===== src/rtl/core/dcfs_pkg.sv =====
// Package of the dual-channel frequency supervisor.
// Holds the beat types, register codes, sizes and controller types.
// No dependencies.
`default_nettype none

package dcfs_pkg;

  localparam int unsigned FREQ_BITS        = 24;
  localparam int unsigned CNT_BITS         = $clog2(FREQ_BITS);
  localparam int unsigned CAP_FIELD_BITS   = 16;
  localparam int unsigned ADDR_BITS        = 3;
  localparam int unsigned DATA_BITS        = 32;
  localparam int unsigned CHANNELS_DEF     = 2;
  localparam int unsigned CAPTURE_BITS_DEF = 16;

  localparam logic [FREQ_BITS-1:0] TICK_RATE_RESET     = 24'd1000000;
  localparam logic [FREQ_BITS-1:0] EXPECTED_FREQ_RESET = 24'd10000;

  localparam logic REG_TICK_RATE     = 1'b0;
  localparam logic REG_EXPECTED_FREQ = 1'b1;

  localparam logic OP_CAPTURE = 1'b0;
  localparam logic OP_TICK    = 1'b1;

  typedef struct packed {
    logic                      opcode;
    logic                      channel;
    logic [CAP_FIELD_BITS-1:0] capture_value;
  } in_beat_t;

  typedef struct packed {
    logic                 freq_valid;
    logic                 freq_channel;
    logic [FREQ_BITS-1:0] frequency;
    logic                 laser_off;
  } out_beat_t;

  typedef enum logic [1:0] {
    ST_IDLE,
    ST_DIV,
    ST_RESULT
  } state_e;

  typedef struct packed {
    logic load;
    logic div_start;
    logic div_step;
    logic commit;
  } dp_cmd_t;

  typedef struct packed {
    logic needs_div;
    logic div_last;
    logic out_free;
  } dp_status_t;

endpackage

`default_nettype wire


===== src/rtl/core/dcfs_regs.sv =====
// Configuration registers of the frequency supervisor behind an APB-style port.
// Depends on dcfs_pkg.
`default_nettype none

module dcfs_regs
  import dcfs_pkg::*;
(
  input  wire logic                 clk_i,
  input  wire logic                 rst_ni,
  input  wire logic                 psel,
  input  wire logic                 penable,
  input  wire logic                 pwrite,
  input  wire logic [ADDR_BITS-1:0] paddr,
  input  wire logic [DATA_BITS-1:0] pwdata,
  output logic      [DATA_BITS-1:0] prdata,
  output logic                      pready,
  output logic      [FREQ_BITS-1:0] tick_rate_o,
  output logic      [FREQ_BITS-1:0] expected_freq_o
);

  logic [FREQ_BITS-1:0] tick_rate_q;
  logic [FREQ_BITS-1:0] expected_freq_q;
  logic                 reg_idx;
  logic                 wr_en;

  assign reg_idx = paddr[2];
  assign wr_en   = psel && penable && pwrite;
  assign pready  = 1'b1;

  always_ff @(posedge clk_i or negedge rst_ni) begin
    if (!rst_ni) begin
      tick_rate_q     <= TICK_RATE_RESET;
      expected_freq_q <= EXPECTED_FREQ_RESET;
    end else if (wr_en) begin
      unique case (reg_idx)
        REG_TICK_RATE:     tick_rate_q     <= pwdata[FREQ_BITS-1:0];
        REG_EXPECTED_FREQ: expected_freq_q <= pwdata[FREQ_BITS-1:0];
        default:           tick_rate_q     <= tick_rate_q;
      endcase
    end
  end

  always_comb begin
    unique case (reg_idx)
      REG_TICK_RATE:     prdata = DATA_BITS'(tick_rate_q);
      REG_EXPECTED_FREQ: prdata = DATA_BITS'(expected_freq_q);
      default:           prdata = '0;
    endcase
  end

  assign tick_rate_o     = tick_rate_q;
  assign expected_freq_o = expected_freq_q;

endmodule

`default_nettype wire


===== src/rtl/core/dcfs_ctrl.sv =====
// Controller state machine of the frequency supervisor.
// Sequences accept, division and write-back; depends on dcfs_pkg.
`default_nettype none

module dcfs_ctrl
  import dcfs_pkg::*;
(
  input  wire logic       clk_i,
  input  wire logic       rst_ni,
  input  wire logic       in_valid_i,
  output logic            in_stall_o,
  input  wire dp_status_t status_i,
  output dp_cmd_t         cmd_o
);

  state_e state_q;
  state_e state_d;

  always_ff @(posedge clk_i or negedge rst_ni) begin
    if (!rst_ni) begin
      state_q <= ST_IDLE;
    end else begin
      state_q <= state_d;
    end
  end

  always_comb begin
    state_d    = state_q;
    cmd_o      = '0;
    in_stall_o = 1'b1;
    unique case (state_q)
      ST_IDLE: begin
        in_stall_o = 1'b0;
        if (in_valid_i) begin
          cmd_o.load = 1'b1;
          if (status_i.needs_div) begin
            cmd_o.div_start = 1'b1;
            state_d         = ST_DIV;
          end else begin
            state_d = ST_RESULT;
          end
        end
      end
      ST_DIV: begin
        cmd_o.div_step = 1'b1;
        if (status_i.div_last) begin
          state_d = ST_RESULT;
        end
      end
      ST_RESULT: begin
        if (status_i.out_free) begin
          cmd_o.commit = 1'b1;
          state_d      = ST_IDLE;
        end
      end
      default: state_d = ST_IDLE;
    endcase
  end

endmodule

`default_nettype wire


===== src/rtl/core/dcfs_datapath.sv =====
// Datapath of the frequency supervisor: channel state, restoring divider
// and output register. Driven by dcfs_ctrl; depends on dcfs_pkg.
`default_nettype none

module dcfs_datapath
  import dcfs_pkg::*;
#(
  parameter int unsigned CHANNELS     = CHANNELS_DEF,
  parameter int unsigned CAPTURE_BITS = CAPTURE_BITS_DEF
) (
  input  wire logic                 clk_i,
  input  wire logic                 rst_ni,
  input  wire in_beat_t             in_data_i,
  input  wire logic [FREQ_BITS-1:0] tick_rate_i,
  input  wire logic [FREQ_BITS-1:0] expected_freq_i,
  input  wire dp_cmd_t              cmd_i,
  output dp_status_t                status_o,
  output logic                      out_valid_o,
  input  wire logic                 out_stall_i,
  output out_beat_t                 out_data_o
);

  localparam int unsigned PW  = CAPTURE_BITS + 1;
  localparam int unsigned CIW = (CHANNELS > 1) ? $clog2(CHANNELS) : 1;

  logic                    op_q;
  logic                    chan_q;
  logic [CAPTURE_BITS-1:0] cap_q;
  logic                    pending_q [CHANNELS];
  logic [CAPTURE_BITS-1:0] first_q   [CHANNELS];
  logic [FREQ_BITS-1:0]    meas_q    [CHANNELS];
  logic                    alarm_q;
  logic [PW-1:0]           rem_q;
  logic [FREQ_BITS-1:0]    quo_q;
  logic [PW-1:0]           dvs_q;
  logic [CNT_BITS-1:0]     cnt_q;
  out_beat_t               out_q;
  out_beat_t               out_d;
  logic                    out_valid_q;

  logic [CIW-1:0]          in_idx;
  logic                    in_ch_ok;
  logic [CAPTURE_BITS-1:0] cap_in;
  logic [CAPTURE_BITS-1:0] diff_in;
  logic [PW-1:0]           period_in;
  logic [PW:0]             trial;
  logic [PW:0]             trial_sub;
  logic                    trial_ge;
  logic [CIW-1:0]          idx_q;
  logic                    ch_ok_q;
  logic                    healthy;

  assign in_idx    = CIW'(in_data_i.channel);
  assign in_ch_ok  = (CHANNELS > 1) || (in_data_i.channel == 1'b0);
  assign cap_in    = CAPTURE_BITS'(in_data_i.capture_value);
  assign diff_in   = cap_in - first_q[in_idx];
  assign period_in = (diff_in == '0) ? {1'b1, {CAPTURE_BITS{1'b0}}} : {1'b0, diff_in};

  assign status_o.needs_div = (in_data_i.opcode == OP_CAPTURE) && in_ch_ok &&
                              pending_q[in_idx];
  assign status_o.div_last  = (cnt_q == CNT_BITS'(FREQ_BITS - 1));
  assign status_o.out_free  = !out_valid_q || !out_stall_i;

  assign trial     = {rem_q, quo_q[FREQ_BITS-1]};
  assign trial_sub = trial - {1'b0, dvs_q};
  assign trial_ge  = (trial >= {1'b0, dvs_q});

  always_ff @(posedge clk_i) begin
    if (cmd_i.load) begin
      op_q   <= in_data_i.opcode;
      chan_q <= in_data_i.channel;
      cap_q  <= cap_in;
    end
    if (cmd_i.div_start) begin
      rem_q <= '0;
      quo_q <= tick_rate_i;
      dvs_q <= period_in;
      cnt_q <= '0;
    end else if (cmd_i.div_step) begin
      rem_q <= trial_ge ? trial_sub[PW-1:0] : trial[PW-1:0];
      quo_q <= {quo_q[FREQ_BITS-2:0], trial_ge};
      cnt_q <= cnt_q + CNT_BITS'(1);
    end
  end

  assign idx_q   = CIW'(chan_q);
  assign ch_ok_q = (CHANNELS > 1) || (chan_q == 1'b0);

  always_comb begin
    healthy = 1'b1;
    for (int i = 0; i < CHANNELS; i++) begin
      if (meas_q[i] != expected_freq_i) begin
        healthy = 1'b0;
      end
    end
  end

  always_comb begin
    out_d = '0;
    if (op_q == OP_TICK) begin
      out_d.laser_off = !healthy && !alarm_q;
    end else if (ch_ok_q && pending_q[idx_q]) begin
      out_d.freq_valid   = 1'b1;
      out_d.freq_channel = chan_q;
      out_d.frequency    = quo_q;
    end
  end

  always_ff @(posedge clk_i or negedge rst_ni) begin
    if (!rst_ni) begin
      alarm_q <= 1'b0;
      for (int i = 0; i < CHANNELS; i++) begin
        pending_q[i] <= 1'b0;
        meas_q[i]    <= '0;
      end
    end else if (cmd_i.commit) begin
      if (op_q == OP_TICK) begin
        if (healthy) begin
          alarm_q <= 1'b0;
          for (int i = 0; i < CHANNELS; i++) begin
            meas_q[i] <= '0;
          end
        end else begin
          alarm_q <= 1'b1;
        end
      end else if (ch_ok_q) begin
        if (!pending_q[idx_q]) begin
          pending_q[idx_q] <= 1'b1;
        end else begin
          pending_q[idx_q] <= 1'b0;
          meas_q[idx_q]    <= quo_q;
        end
      end
    end
  end

  always_ff @(posedge clk_i) begin
    if (cmd_i.commit && (op_q == OP_CAPTURE) && ch_ok_q && !pending_q[idx_q]) begin
      first_q[idx_q] <= cap_q;
    end
    if (cmd_i.commit) begin
      out_q <= out_d;
    end
  end

  always_ff @(posedge clk_i or negedge rst_ni) begin
    if (!rst_ni) begin
      out_valid_q <= 1'b0;
    end else if (cmd_i.commit) begin
      out_valid_q <= 1'b1;
    end else if (!out_stall_i) begin
      out_valid_q <= 1'b0;
    end
  end

  assign out_valid_o = out_valid_q;
  assign out_data_o  = out_q;

endmodule

`default_nettype wire


===== src/rtl/core/dual_channel_frequency_supervisor_core.sv =====
// Top level of the dual-channel frequency supervisor.
// Instantiates dcfs_regs, dcfs_ctrl and dcfs_datapath; depends on dcfs_pkg.
//
// Each beat is a capture event or a supervision tick and yields exactly one
// result beat. The block works on one beat at a time: a tick, a first capture
// or an ignored channel goes from acceptance to the result state, and a second
// capture passes through the division state first, as the shared restoring
// divider produces one quotient bit of the 24-bit frequency per cycle. The
// result state loads the output register once it is free. The next beat is
// accepted from the cycle after the result is loaded. A finished result waits
// in the output register, and the next beat is accepted meanwhile. Both registers
// reset to their defaults at once; there is no clearing pass after reset.
`default_nettype none

module dual_channel_frequency_supervisor_core
  import dcfs_pkg::*;
#(
  parameter int unsigned CHANNELS     = CHANNELS_DEF,
  parameter int unsigned CAPTURE_BITS = CAPTURE_BITS_DEF
) (
  input  wire logic                 clk_i,
  input  wire logic                 rst_ni,
  input  wire logic                 in_valid_i,
  output logic                      in_stall_o,
  input  wire in_beat_t             in_data_i,
  output logic                      out_valid_o,
  input  wire logic                 out_stall_i,
  output out_beat_t                 out_data_o,
  input  wire logic                 psel,
  input  wire logic                 penable,
  input  wire logic                 pwrite,
  input  wire logic [ADDR_BITS-1:0] paddr,
  input  wire logic [DATA_BITS-1:0] pwdata,
  output logic      [DATA_BITS-1:0] prdata,
  output logic                      pready
);

  logic [FREQ_BITS-1:0] tick_rate;
  logic [FREQ_BITS-1:0] expected_freq;
  dp_cmd_t              cmd;
  dp_status_t           status;

  dcfs_regs u_regs (
    .clk_i           (clk_i),
    .rst_ni          (rst_ni),
    .psel            (psel),
    .penable         (penable),
    .pwrite          (pwrite),
    .paddr           (paddr),
    .pwdata          (pwdata),
    .prdata          (prdata),
    .pready          (pready),
    .tick_rate_o     (tick_rate),
    .expected_freq_o (expected_freq)
  );

  dcfs_ctrl u_ctrl (
    .clk_i      (clk_i),
    .rst_ni     (rst_ni),
    .in_valid_i (in_valid_i),
    .in_stall_o (in_stall_o),
    .status_i   (status),
    .cmd_o      (cmd)
  );

  dcfs_datapath #(
    .CHANNELS     (CHANNELS),
    .CAPTURE_BITS (CAPTURE_BITS)
  ) u_datapath (
    .clk_i           (clk_i),
    .rst_ni          (rst_ni),
    .in_data_i       (in_data_i),
    .tick_rate_i     (tick_rate),
    .expected_freq_i (expected_freq),
    .cmd_i           (cmd),
    .status_o        (status),
    .out_valid_o     (out_valid_o),
    .out_stall_i     (out_stall_i),
    .out_data_o      (out_data_o)
  );

endmodule

`default_nettype wire


===== config.mk =====
export PLATFORM = sky130hd
export DESIGN_NAME = dual_channel_frequency_supervisor_core
export DESIGN_NICKNAME = d
export VERILOG_FILES = /design/src/rtl/core/dcfs_pkg.sv /design/src/rtl/core/dcfs_regs.sv /design/src/rtl/core/dcfs_ctrl.sv /design/src/rtl/core/dcfs_datapath.sv /design/src/rtl/core/dual_channel_frequency_supervisor_core.sv
export SDC_FILE = /design/constraint.sdc
export NUM_CORES = 1
export LEC_CHECK = 0
export BUFFER_PORTS_ARGS = -buffer_cell sky130_fd_sc_hd__buf_2
export CAP_MARGIN = 0
export CELL_PAD_IN_SITES_DETAIL_PLACEMENT = 1
export CELL_PAD_IN_SITES_GLOBAL_PLACEMENT = 2
export CORE_MARGIN = 2
export CORE_UTILIZATION = 43
export DETAILED_ROUTE_END_ITERATION = 10
export GPL_TIMING_DRIVEN = 0
export PLACE_DENSITY_LB_ADDON = 0.12
export SYNTH_ARGS = -nofsm -noshare
export SYNTH_HDL_FRONTEND = slang
export SYNTH_HIERARCHICAL = 1
export SYNTH_SLANG_ARGS = --single-unit

===== constraint.sdc =====
create_clock -name clk_i -period 10.77 [get_ports clk_i]
set_clock_uncertainty 0.15 [all_clocks]
set_input_delay 1.6155 -clock clk_i [delete_from_list [all_inputs] [get_ports clk_i]]
set_output_delay 1.6155 -clock clk_i [all_outputs]
set_load 0.05 [all_outputs]

Word-level counts from Yosys, hierarchy flattened
Memory sizes are Yosys's and may differ from the RTL's.
Cells that the tools add are included.
Cells by class
  $lt $le $gt $ge: 4
  equal/unequal tests: 10
  add/sub/neg operators: 3
  reductions and logical operators: 24
  multiplexer cells: 40
  bitwise logic cells: 9
Operator list (count)
  2-to-1 mux 48 bit: 3
  2-to-1 mux 24 bit: 3
  case mux 32 bit (2 select lines): 1
  bitwise mux 48 bit: 1
  != test 24 bit: 2
  2-to-1 mux 17 bit: 2
  2-to-1 mux 26 bit: 1
  demux 24 bit (select 1 bit): 1
  2-to-1 mux 1 bit: 19
  >= comparator 18 x 17 -> 1 bit: 1
  subtractor 17 bit: 1
  zero test 16 bit: 1
  subtractor 16 bit: 1
  2-to-1 mux 2 bit: 7
  != test 2 bit, second input constant: 4
  AND reduction 2 bit: 4
  logical AND 1 bit: 7
  case mux 2 bit (3 select lines): 1
  AND reduction 3 bit: 2
  adder 5 x 1 -> 5 bit, second input constant: 1
  == test 5 bit, second input constant: 1
  zero test 1 bit: 5
  >= comparator 2 bit, second input constant: 2
  NOT 1 bit: 4
  other kinds (13): 15
Word-level totals
  input bits: 60
  memories: 1
  output and inout bits: 62
  memory bits (writable): 32
  word-level logic and storage cells: 112
  bits in registers: 210
Memory list
  u_datapath.first_q: words 2, bits a word 16, read ports 1, clocked after Yosys merged registers in 0, wr ports 1, RTL line dcfs_datapath.sv:30  | logic [CAPTURE_BITS-1:0] first_q [CHANNELS];

Logic depth before layout (Yosys ltp)
Gate-level depths: netlist (run 1).
  depth in word-level cells: 9
  gate-level depth with buffers: 13
  gate-level depth less buffers: 12

Hierarchy
Netlist (run 1), hierarchy kept.
Modules (own cells, without submodules)
  dcfs_datapath: seq. area each 5285.1 um2, times used 1, area each 9227.6 um2, cells each 826
  dcfs_regs: seq. area each 1216.2 um2, times used 1, area each 2288.4 um2, cells each 140
  dcfs_ctrl: seq. area each 50.0 um2, times used 1, area each 137.6 um2, cells each 15

Worst setup path after synthesis (run 1)
Ideal clock, no wire load.
  kind: input -> register
  from: input port in_data_i[16] (netlist name)
  to: register u_datapath.dvs_q[16] (data pin)
  setup time: 170 ps
  path buffers: 2
  slack: 5501 ps
  cell stages on the path: 11
  arrival: 4949 ps
  required time: 10450 ps
  path through: clkbuf_1 clkbuf_1 mux2i_1 fa_1 a21o_1 a21oi_2 xnor2_1 or4_1 or4_1 or4b_1 nor4_2
Between the ends
  cells in the longest elaborated chain, start to end: 4
RTL lines
  start, declared: RTL line dual_channel_frequency_supervisor_core.sv:25  | input wire in_beat_t in_data_i,
  memory read (2 x 16 bit)
  subtractor 16 bit: RTL line dcfs_datapath.sv:56  | assign diff_in = cap_in - first_q[in_idx];
  zero test 16 bit: RTL line dcfs_datapath.sv:57  | assign period_in = (diff_in == '0) ? {1'b1, {CAPTURE_BITS{1'b0}}} : {1'b0, diff_in};
  2-to-1 mux 17 bit: RTL line dcfs_datapath.sv:57
  net u_datapath.period_in[16]: RTL line dcfs_datapath.sv:45  | logic [PW-1:0] period_in;
  end signal, assigned: RTL line dcfs_datapath.sv:77  | dvs_q <= period_in;
  end, declared: RTL line dcfs_datapath.sv:35  | logic [PW-1:0] dvs_q;
The timed path passes the listed nets, and every way through them passes these cells.
A chain may end at the register's enable or synchronous reset.

Final worst setup path (run 1)
Ends and elaborated chain as after synthesis.

==> impl_metrics.csv, run 1 <==
group,metric,value,unit
synthesis,yosys_most_used_dff,"edfxtp_1",
sta,fin_crit_sh,0.5150,
synthesis,synth.distinct_cells,69,
layout,layout_common_cells,"nand2_1 (131), edfxtp_1 (118), buf_2 (103)",
detailed_routing,ant_nets,0,
layout,fin_cells,1483,
sta,fin_ws,5.224,ns
layout,fin_nets,1217,
global_route,track_usage,0.2130,
global_route,grt_antenna_before_repair,0,
detailed_routing,dr_wl_met3,1244,microns
sta,layout_min_cycle_time,5.546,ns
layout,layout_commonest_cell,"nand2_1",
global_route,grt_overflow_total,0,
setup_path,cp-start-kind,"primary input",
detailed_routing,wl_met2,13060,microns
setup_path,worst_r2r_endpoint,"u_datapath/quo_q[4]$_DFFE_PP_",
setup_path,end_kind,"flop",
detailed_routing,wl,29960,microns
sta,finalSetupTns,0,ns
sta,worst_slew_pin_slew,0.9117,ns
global_route,grt_max_degree,55,
sta,finalHoldViolations,0,
setup_path,reg2reg_from,"u_ctrl/state_q[0]$_DFFE_PN0P_",
clock_tree,cts_tree,"done",
placement,hpwl,21400,microns
sta,relSlewSlack,0.3895,
die,dieArea,28430,sq um
layout,drive_above_1_share,0.2504,
synthesis,synth_edf_count,118,
setup_path,crit_type,"in -> reg",
synthesis,synth.area.top_cells,"edfxtp_1 (30%), dfrtp_1 (19%), mux2_2 (7.3%), nand2_1 (4.2%), dfxtp_1 (3.8%)",
sta,rsz0062_at_grt,"false",
detailed_routing,vias,7937,
setup_path,crit_arrival,5.75,ns
clock_tree,post_cts_buffers,0,
clock_tree,cts-buffers-inserted,27,
min_path,hold_class,"reg -> reg",
synthesis,yosys_warnings,6,
synthesis,avgSynthCellArea,11.88,sq um
setup_path,cp-endpoint,"u_datapath/dvs_q[16]$_DFFE_PP_",
clock_tree,cts_sinks,242,
die,start_util,0.4348,
clock_tree,clk-insertion-delay-late,0.54,ns
clock_tree,clock-root-buffer,"clkbuf_16",
clock_tree,cts.hold.buffers_added,0,
die,dieHeight,168.6,microns
synthesis,synth_area_leader_cell,"edfxtp_1",
run_status,status,"completed",
die,rows,60,
placement,port_buffers,101,
sta,fmax,180.3,MHz
die,io_pins,122,
power,cellPowerDensity,277.0,nW/um^2
layout,antenna_cells,0,
placement,pre_cts_ws,4.580,ns
clock_tree,path_clk_slew,0.06,ns
detailed_routing,first_iter_violations,337,
clock_tree,htree_levels,1,
synthesis,yosys.area.top_type_share,0.3041,
sta,holdWs,0.2986,ns
setup_path,critPathMaxFanout,10,
setup_path,worst_ep_required_time,10.97,ns
detailed_routing,via_per_inst,5.352,
clock_tree,ctsResizeCount,0,
global_route,grt_pass1_wl,47320,microns
detailed_routing,firstDrtPassIters,4,
setup_path,cp-startpoint,"in_data_i[16]",
synthesis,seq_area_frac_synth,0.5622,
sta,maxSlewViolCount,0,
synthesis,synthesis.area,11650,sq um
detailed_routing,drt-met1-wl,15320,microns
setup_path,r2r_cells,5,
power,vdd_drop_max,124.3,uV
detailed_routing,route.top_layer_used,"met4",
global_route,grt_pass1_vias,8230,
die,die_w,168.6,microns
clock_tree,clock_path_buffers,3,
power,total_leakage_power,5.738,nW
placement,gp_congestion,0.7761,
setup_path,rrSetupSlack,6.44,ns
placement,dp_cells,1433,
synthesis,synthCells,981,
layout,utilization,0.5065,
synthesis,synthArstFlopShare,0.4215,
min_path,holdPathStages,0,
detailed_routing,drc,0,
layout,syn2layout_area_growth,16.49,%
sta,setup_viol,0,
synthesis,ys_seq_elements,242,
job,cap_violations,0,
detailed_routing,wl_per_cell,20.20,microns
die,coreArea,26800,sq um
[stage by stage]
stage          cell area, sq um  power (mW)
2_1_floorplan             11680       2.445
3_3_place_gp              12610       2.805
3_5_place_dp              12690       2.855
4_1_cts                   13580       3.795
5_1_grt                   13580       3.986
6_report                  13580       3.760
[worst min path at each step]
stage,start,end
floorplan,u_datapath/cap_q[0]$_DFFE_PP_,u_datapath/first_q[0][0]$_DFFE_PP_
global placement,u_datapath/cap_q[12]$_DFFE_PP_,u_datapath/first_q[0][12]$_DFFE_PP_
detailed placement,u_datapath/cap_q[8]$_DFFE_PP_,u_datapath/first_q[1][8]$_DFFE_PP_
CTS,u_datapath/cap_q[8]$_DFFE_PP_,u_datapath/first_q[1][8]$_DFFE_PP_
global route,u_datapath/cap_q[11]$_DFFE_PP_,u_datapath/first_q[1][11]$_DFFE_PP_
finish,u_datapath/cap_q[11]$_DFFE_PP_,u_datapath/first_q[1][11]$_DFFE_PP_
[logic make-up after synthesis]
| kind of cell | Yosys count | synth area share |
|---|---|---|
| DFF | 242 | 0.5622 |
| xor gates and xnor gates | 38 | 0.02856 |
| muxes | 120 | 0.1199 |
| adders and majority gates | 36 | 0.03994 |
| AOI/OAI and AO/OA | 150 | 0.08010 |
| other | 2 | 0.0006444 |
| buffers and inverters | 71 | 0.02931 |
| and+or+nand+nor | 322 | 0.1394 |
[where the power goes]
| group | switching (mW) | leakage, nW | internal (mW) |
|---|---|---|---|
| clock | 0.368 | 0.432 | 0.556 |
| combinational | 0.816 | 2.78 | 0.488 |
| sequential | 0.219 | 2.53 | 1.31 |
| total | 1.40 | 5.74 | 2.36 |
[flip-flops by register name, summed over array words and instances (netlist names), named ones only]
register	count
u_regs/expected_freq_o	24
u_datapath/first_q	32
u_datapath/alarm_q	1
u_datapath/out_valid_o	1
u_datapath/cnt_q	5
u_datapath/chan_q	1
u_datapath/op_q	1
u_datapath/dvs_q	17
u_datapath/quo_q	24
u_datapath/rem_q	17
u_datapath/meas_q	48
u_ctrl/state_q	2
u_datapath/out_data_o	27
u_datapath/cap_q	16
u_regs/tick_rate_o	24
[worst max-delay path, stage by stage]
cell	delay (ns)
buf_2	0.10
clkbuf_1	0.49
clkbuf_1	0.75
mux2i_1	0.29
fa_1	0.48
a21o_1	0.20
a21oi_2	0.15
xnor2_1	0.09
or4_1	0.41
or4_1	0.41
or4b_1	0.53
nor4_2	0.23
[synthesized netlist by cell type (25+ instances only)]
master,n
and2_1,26
nor3_1,31
nor2_1,40
ha_1,34
nand2_1,131
xnor2_1,25
clkbuf_1,29
and3_1,28
dfrtp_1,90
o21ai_0,59
a21oi_1,28
edfxtp_1,118
mux2_2,76
[metal layers]
metal,vias to the layer above,global-route usage
li1,3800,-
met1,3974,0.3304
met2,142,0.3246
met3,21,0.02549
met4,0,0.03823
met5,-,0
[area by class of cell]
type / instances / area, sq um
fill: 2872 / 13230
sequential: 242 / 6551
multi-input combinational: 675 / 4805
clock buffer: 40 / 754.5
timing repair buffer: 104 / 566.8
tap: 341 / 426.7
buffer: 48 / 255.2
clock inverter: 10 / 130.1
inverter: 23 / 86.33
Power figures use the tool's default switching activity.
==> run 2, diff against run 1 <==
--- a/config.mk
+++ b/config.mk
@@ -5,12 +5,13 @@
 export SDC_FILE = /design/constraint.sdc
 export NUM_CORES = 1
 export LEC_CHECK = 0
+export ABC_AREA = 1
 export BUFFER_PORTS_ARGS = -buffer_cell sky130_fd_sc_hd__buf_2
 export CAP_MARGIN = 0
 export CELL_PAD_IN_SITES_DETAIL_PLACEMENT = 1
 export CELL_PAD_IN_SITES_GLOBAL_PLACEMENT = 2
 export CORE_MARGIN = 2
-export CORE_UTILIZATION = 43
+export CORE_UTILIZATION = 33
 export DETAILED_ROUTE_END_ITERATION = 10
 export GPL_TIMING_DRIVEN = 0
 export PLACE_DENSITY_LB_ADDON = 0.12
==> constraint.sdc (replaced) <==
create_clock -name clk_i -period 5 [get_ports clk_i]
set_clock_uncertainty 0.15 [all_clocks]
set_input_delay 0.75 -clock clk_i [delete_from_list [all_inputs] [get_ports clk_i]]
set_output_delay 0.75 -clock clk_i [all_outputs]
set_load 0.05 [all_outputs]
==> run 2 against run 1 <==
Net effect:
- design area rose by 6.4%
- die area up 37%
- clock-buffer cell count decreased by 1
- critical endpoint is now u_datapath/quo_q[4]$_DFFE_PP_
- largest power group unchanged
==> impl_metrics.csv, run 2 <==
group,metric,value,unit
run_status,status,"completed",
synthesis,synth_mux_area_frac,0.01134,
global_route,grt_antenna_before_repair,0,
die,dieArea,39010,sq um
synthesis,synth.area.top_cells,"edfxtp_1 (29%), dfrtp_1 (18%), nand2_1 (17%), inv_1 (4.9%), nand3_1 (4.5%)",
sta,relSlewSlack,0.3913,
detailed_routing,wl_per_cell,17.84,microns
global_route,grt_pass1_wl,59450,microns
synthesis,synth_top_family_by_area,"simple AND/OR/NAND/NOR gates",
synthesis,synth_most_common_cell,"nand2_1",
sta,finalHoldViolations,0,
global_route,track_usage,0.1976,
layout,nFillCells,4404,
sta,fmax,260.3,MHz
layout,regArea,6551,sq um
setup_path,critPathMaxStageDelay,0.71,ns
detailed_routing,wl,37660,microns
synthesis,synth-compound-area-share,0.04424,
setup_path,crit_top_cell,"clkbuf_1",
synthesis,synth_xor_area_frac,0.01984,
sta,worst_slew_pin_slew,0.9120,ns
layout,fin_nets,1716,
synthesis,ys_seq_elements,242,
min_path,hold_class,"in -> reg",
setup_path,critPathMaxFanout,18,
die,coreArea,36790,sq um
layout,drive_above_1_share,0.1333,
placement,pre_cts_ws,0.1021,ns
setup_path,cp.depth,11,
global_route,grt_max_degree,56,
synthesis,ys_top_cells_by_count,"nand2_1 (565), inv_1 (161), edfxtp_1 (118), nand3_1 (110), nor2_1 (109)",
power,vdd_drop_max,244.9,uV
setup_path,r2r_cells,9,
sta,rsz0062_at_grt,"false",
die,start_util,0.3360,
placement,gp_congestion,0.7700,
sta,maxSlewViolCount,0,
setup_path,cp-start-kind,"primary input",
die,io_pins,122,
setup_path,cp-startpoint,"in_data_i[16]",
setup_path,worst_ep_required_time,5.25,ns
synthesis,yosys.area_share.simple,0.2815,
sta,fin_ws,1.158,ns
layout,regMostFlops,"u_datapath/meas_q",
clock_tree,path_clk_slew,0.06,ns
detailed_routing,drc,0,
clock_tree,clk-insertion-delay-late,0.57,ns
setup_path,end_kind,"flop",
die,dieHeight,197.5,microns
synthesis,synth_edf_count,118,
synthesis,synth.distinct_cells,44,
synthesis,avgSynthCellArea,8.384,sq um
layout,layout_commonest_cell,"nand2_1",
detailed_routing,vias,9966,
global_route,grt_overflow_total,0,
clock_tree,cts_sinks,242,
power,total_leakage_power,7.061,nW
sta,layout_min_cycle_time,3.842,ns
setup_path,crit_type,"in -> reg",
setup_path,cp_top_family,"buffers and inverters",
synthesis,seq_area_frac_synth,0.5301,
sta,holdWs,0.2264,ns
synthesis,synthArstFlopShare,0.4215,
layout,multiInputGateArea,4925,sq um
die,die_w,197.5,microns
layout,antenna_cells,0,
layout,syn2layout_area_growth,16.84,%
layout,layout_common_cells,"nand2_1 (565), inv_1 (161), edfxtp_1 (118)",
die,rows,70,
setup_path,crit_path_cell_trace,"buf_2 > buf_2 > nor2_1 > a211oi_1 > nand2_1 > nor2_2 > clkbuf_1 > clkbuf_1 > clkbuf_1 > nand2_1 > o21ai_0",
clock_tree,htree_levels,1,
setup_path,crit_arrival,4.10,ns
synthesis,synthesis.area,12360,sq um
power,cellPowerDensity,552.4,nW/um^2
setup_path,cp-endpoint,"u_datapath/quo_q[4]$_DFFE_PP_",
clock_tree,cts_tree,"done",
synthesis,yosys_warnings,6,
setup_path,cp_slowest_cell,"nor2_2",
setup_path,rrSetupSlack,1.32,ns
detailed_routing,firstDrtPassIters,5,
sta,fin_crit_sh,0.7684,
synthesis,synthCells,1474,
synthesis,yosys.area.top_type_share,0.2867,
detailed_routing,first_iter_violations,397,
sta,setup_viol,0,
setup_path,crit_buf_inv,5,
clock_tree,clock-root-buffer,"clkbuf_16",
synthesis,synth_adder_area_share,0.03766,
detailed_routing,ant_nets,0,
clock_tree,clock_path_buffers,3,
global_route,grt_pass1_vias,10610,
job,cap_violations,0,
clock_tree,ctsResizeCount,0,
clock_tree,cts-buffers-inserted,29,
detailed_routing,via_per_inst,4.721,
placement,hpwl,28060,microns
setup_path,worst_r2r_endpoint,"u_datapath/quo_q[4]$_DFFE_PP_",
synthesis,yosys_most_used_dff,"edfxtp_1",
layout,largest_reg_flops,48,
synthesis,synth_area_leader_cell,"edfxtp_1",
placement,port_buffers,102,
## run 2: cell types whose count changed after synthesis, sizes merged, moves of 13 or more
cell,before,now
and2,26,0
nand3,7,118
buf,19,36
nand2,131,577
and3,28,0
clkbuf,29,16
inv,23,162
o22ai,13,0
nor2,40,113
nor3,31,5
mux2,97,0
## run 2: final cells by class
cell class | instances | area share
clock inverter | 15 | 0.005719
clock buffer | 39 | 0.05286
buffer | 52 | 0.02158
tap | 468 | 0.04055
timing repair buffer | 108 | 0.04203
sequential | 242 | 0.4537
inverter | 163 | 0.04246
multi-input combinational | 1024 | 0.3411
## run 2: kinds of logic (layout without fill, tap and decap cells)
group	count (synthesis)	after routing
buffers and inverters	215	377
other	2	9
multiplexers	14	14
XOR/XNOR	28	28
AND/OR/NAND/NOR	835	835
adder cells (fa/ha/maj)	36	36
flip-flops	242	242
AO/OA/AOI/OAI	102	102
## run 2: timing repair
action	in CTS	in global routing
hold buffers	1	0
buffers inserted	0	0
endpoints found under the hold margin	8	0
## run 2: worst min path at each step
stage	endpoint	slack (ns)	cells after the start	from
global placement	u_datapath/first_q[1][4]$_DFFE_PP_	0.27	0	u_datapath/cap_q[4]$_DFFE_PP_
detailed placement	u_datapath/first_q[1][10]$_DFFE_PP_	0.28	0	u_datapath/cap_q[10]$_DFFE_PP_
global route	u_datapath/chan_q$_DFFE_PP_	0.21	1	in_data_i[16]
finish	u_datapath/chan_q$_DFFE_PP_	0.23	1	in_data_i[16]
floorplan	u_datapath/first_q[0][0]$_DFFE_PP_	0.27	0	u_datapath/cap_q[0]$_DFFE_PP_
CTS	u_datapath/chan_q$_DFFE_PP_	0.20	1	in_data_i[16]
## run 2: layer usage
metal,global-route usage,part of all wire
met4,0.04818,0.021
met5,0,0
met2,0.3592,0.50
met3,0.02237,0.034
met1,0.2499,0.44
## run 2: metrics by stage
| step | cells | total power [mW] | util | setup TNS, ns | cell area [sq um] |
|---|---|---|---|---|---|
| finish | 2111 | 7.976 | 0.3925 | 0 | 14440 |
| floorplan | 1481 | 5.188 | - | 0 | 12380 |
| CTS | 2111 | 8.106 | 0.3924 | 0 | 14440 |
| global route | 2111 | 8.571 | 0.3925 | 0 | 14440 |
| detailed placement | 2056 | 6.135 | 0.3692 | 0 | 13580 |
| global placement | 2051 | 6.039 | 0.3665 | -198.96 | 13480 |
## run 2: power breakdown
| group | total, mW | switching, mW | internal (mW) |
|---|---|---|---|
| logic | 2.94 | 2.05 | 0.893 |
| clock network | 1.92 | 0.850 | 1.07 |
| registers | 3.12 | 0.363 | 2.75 |
## run 2: worst reg2reg max path: cells and delay by family, from the launching register on
| kind | cells | cell delay [ns] |
|---|---|---|
| flops | 1 | 0.34 |
| buf+inv | 4 | 1.56 |
| simple gates | 3 | 1.00 |
| compound gates | 2 | 0.48 |
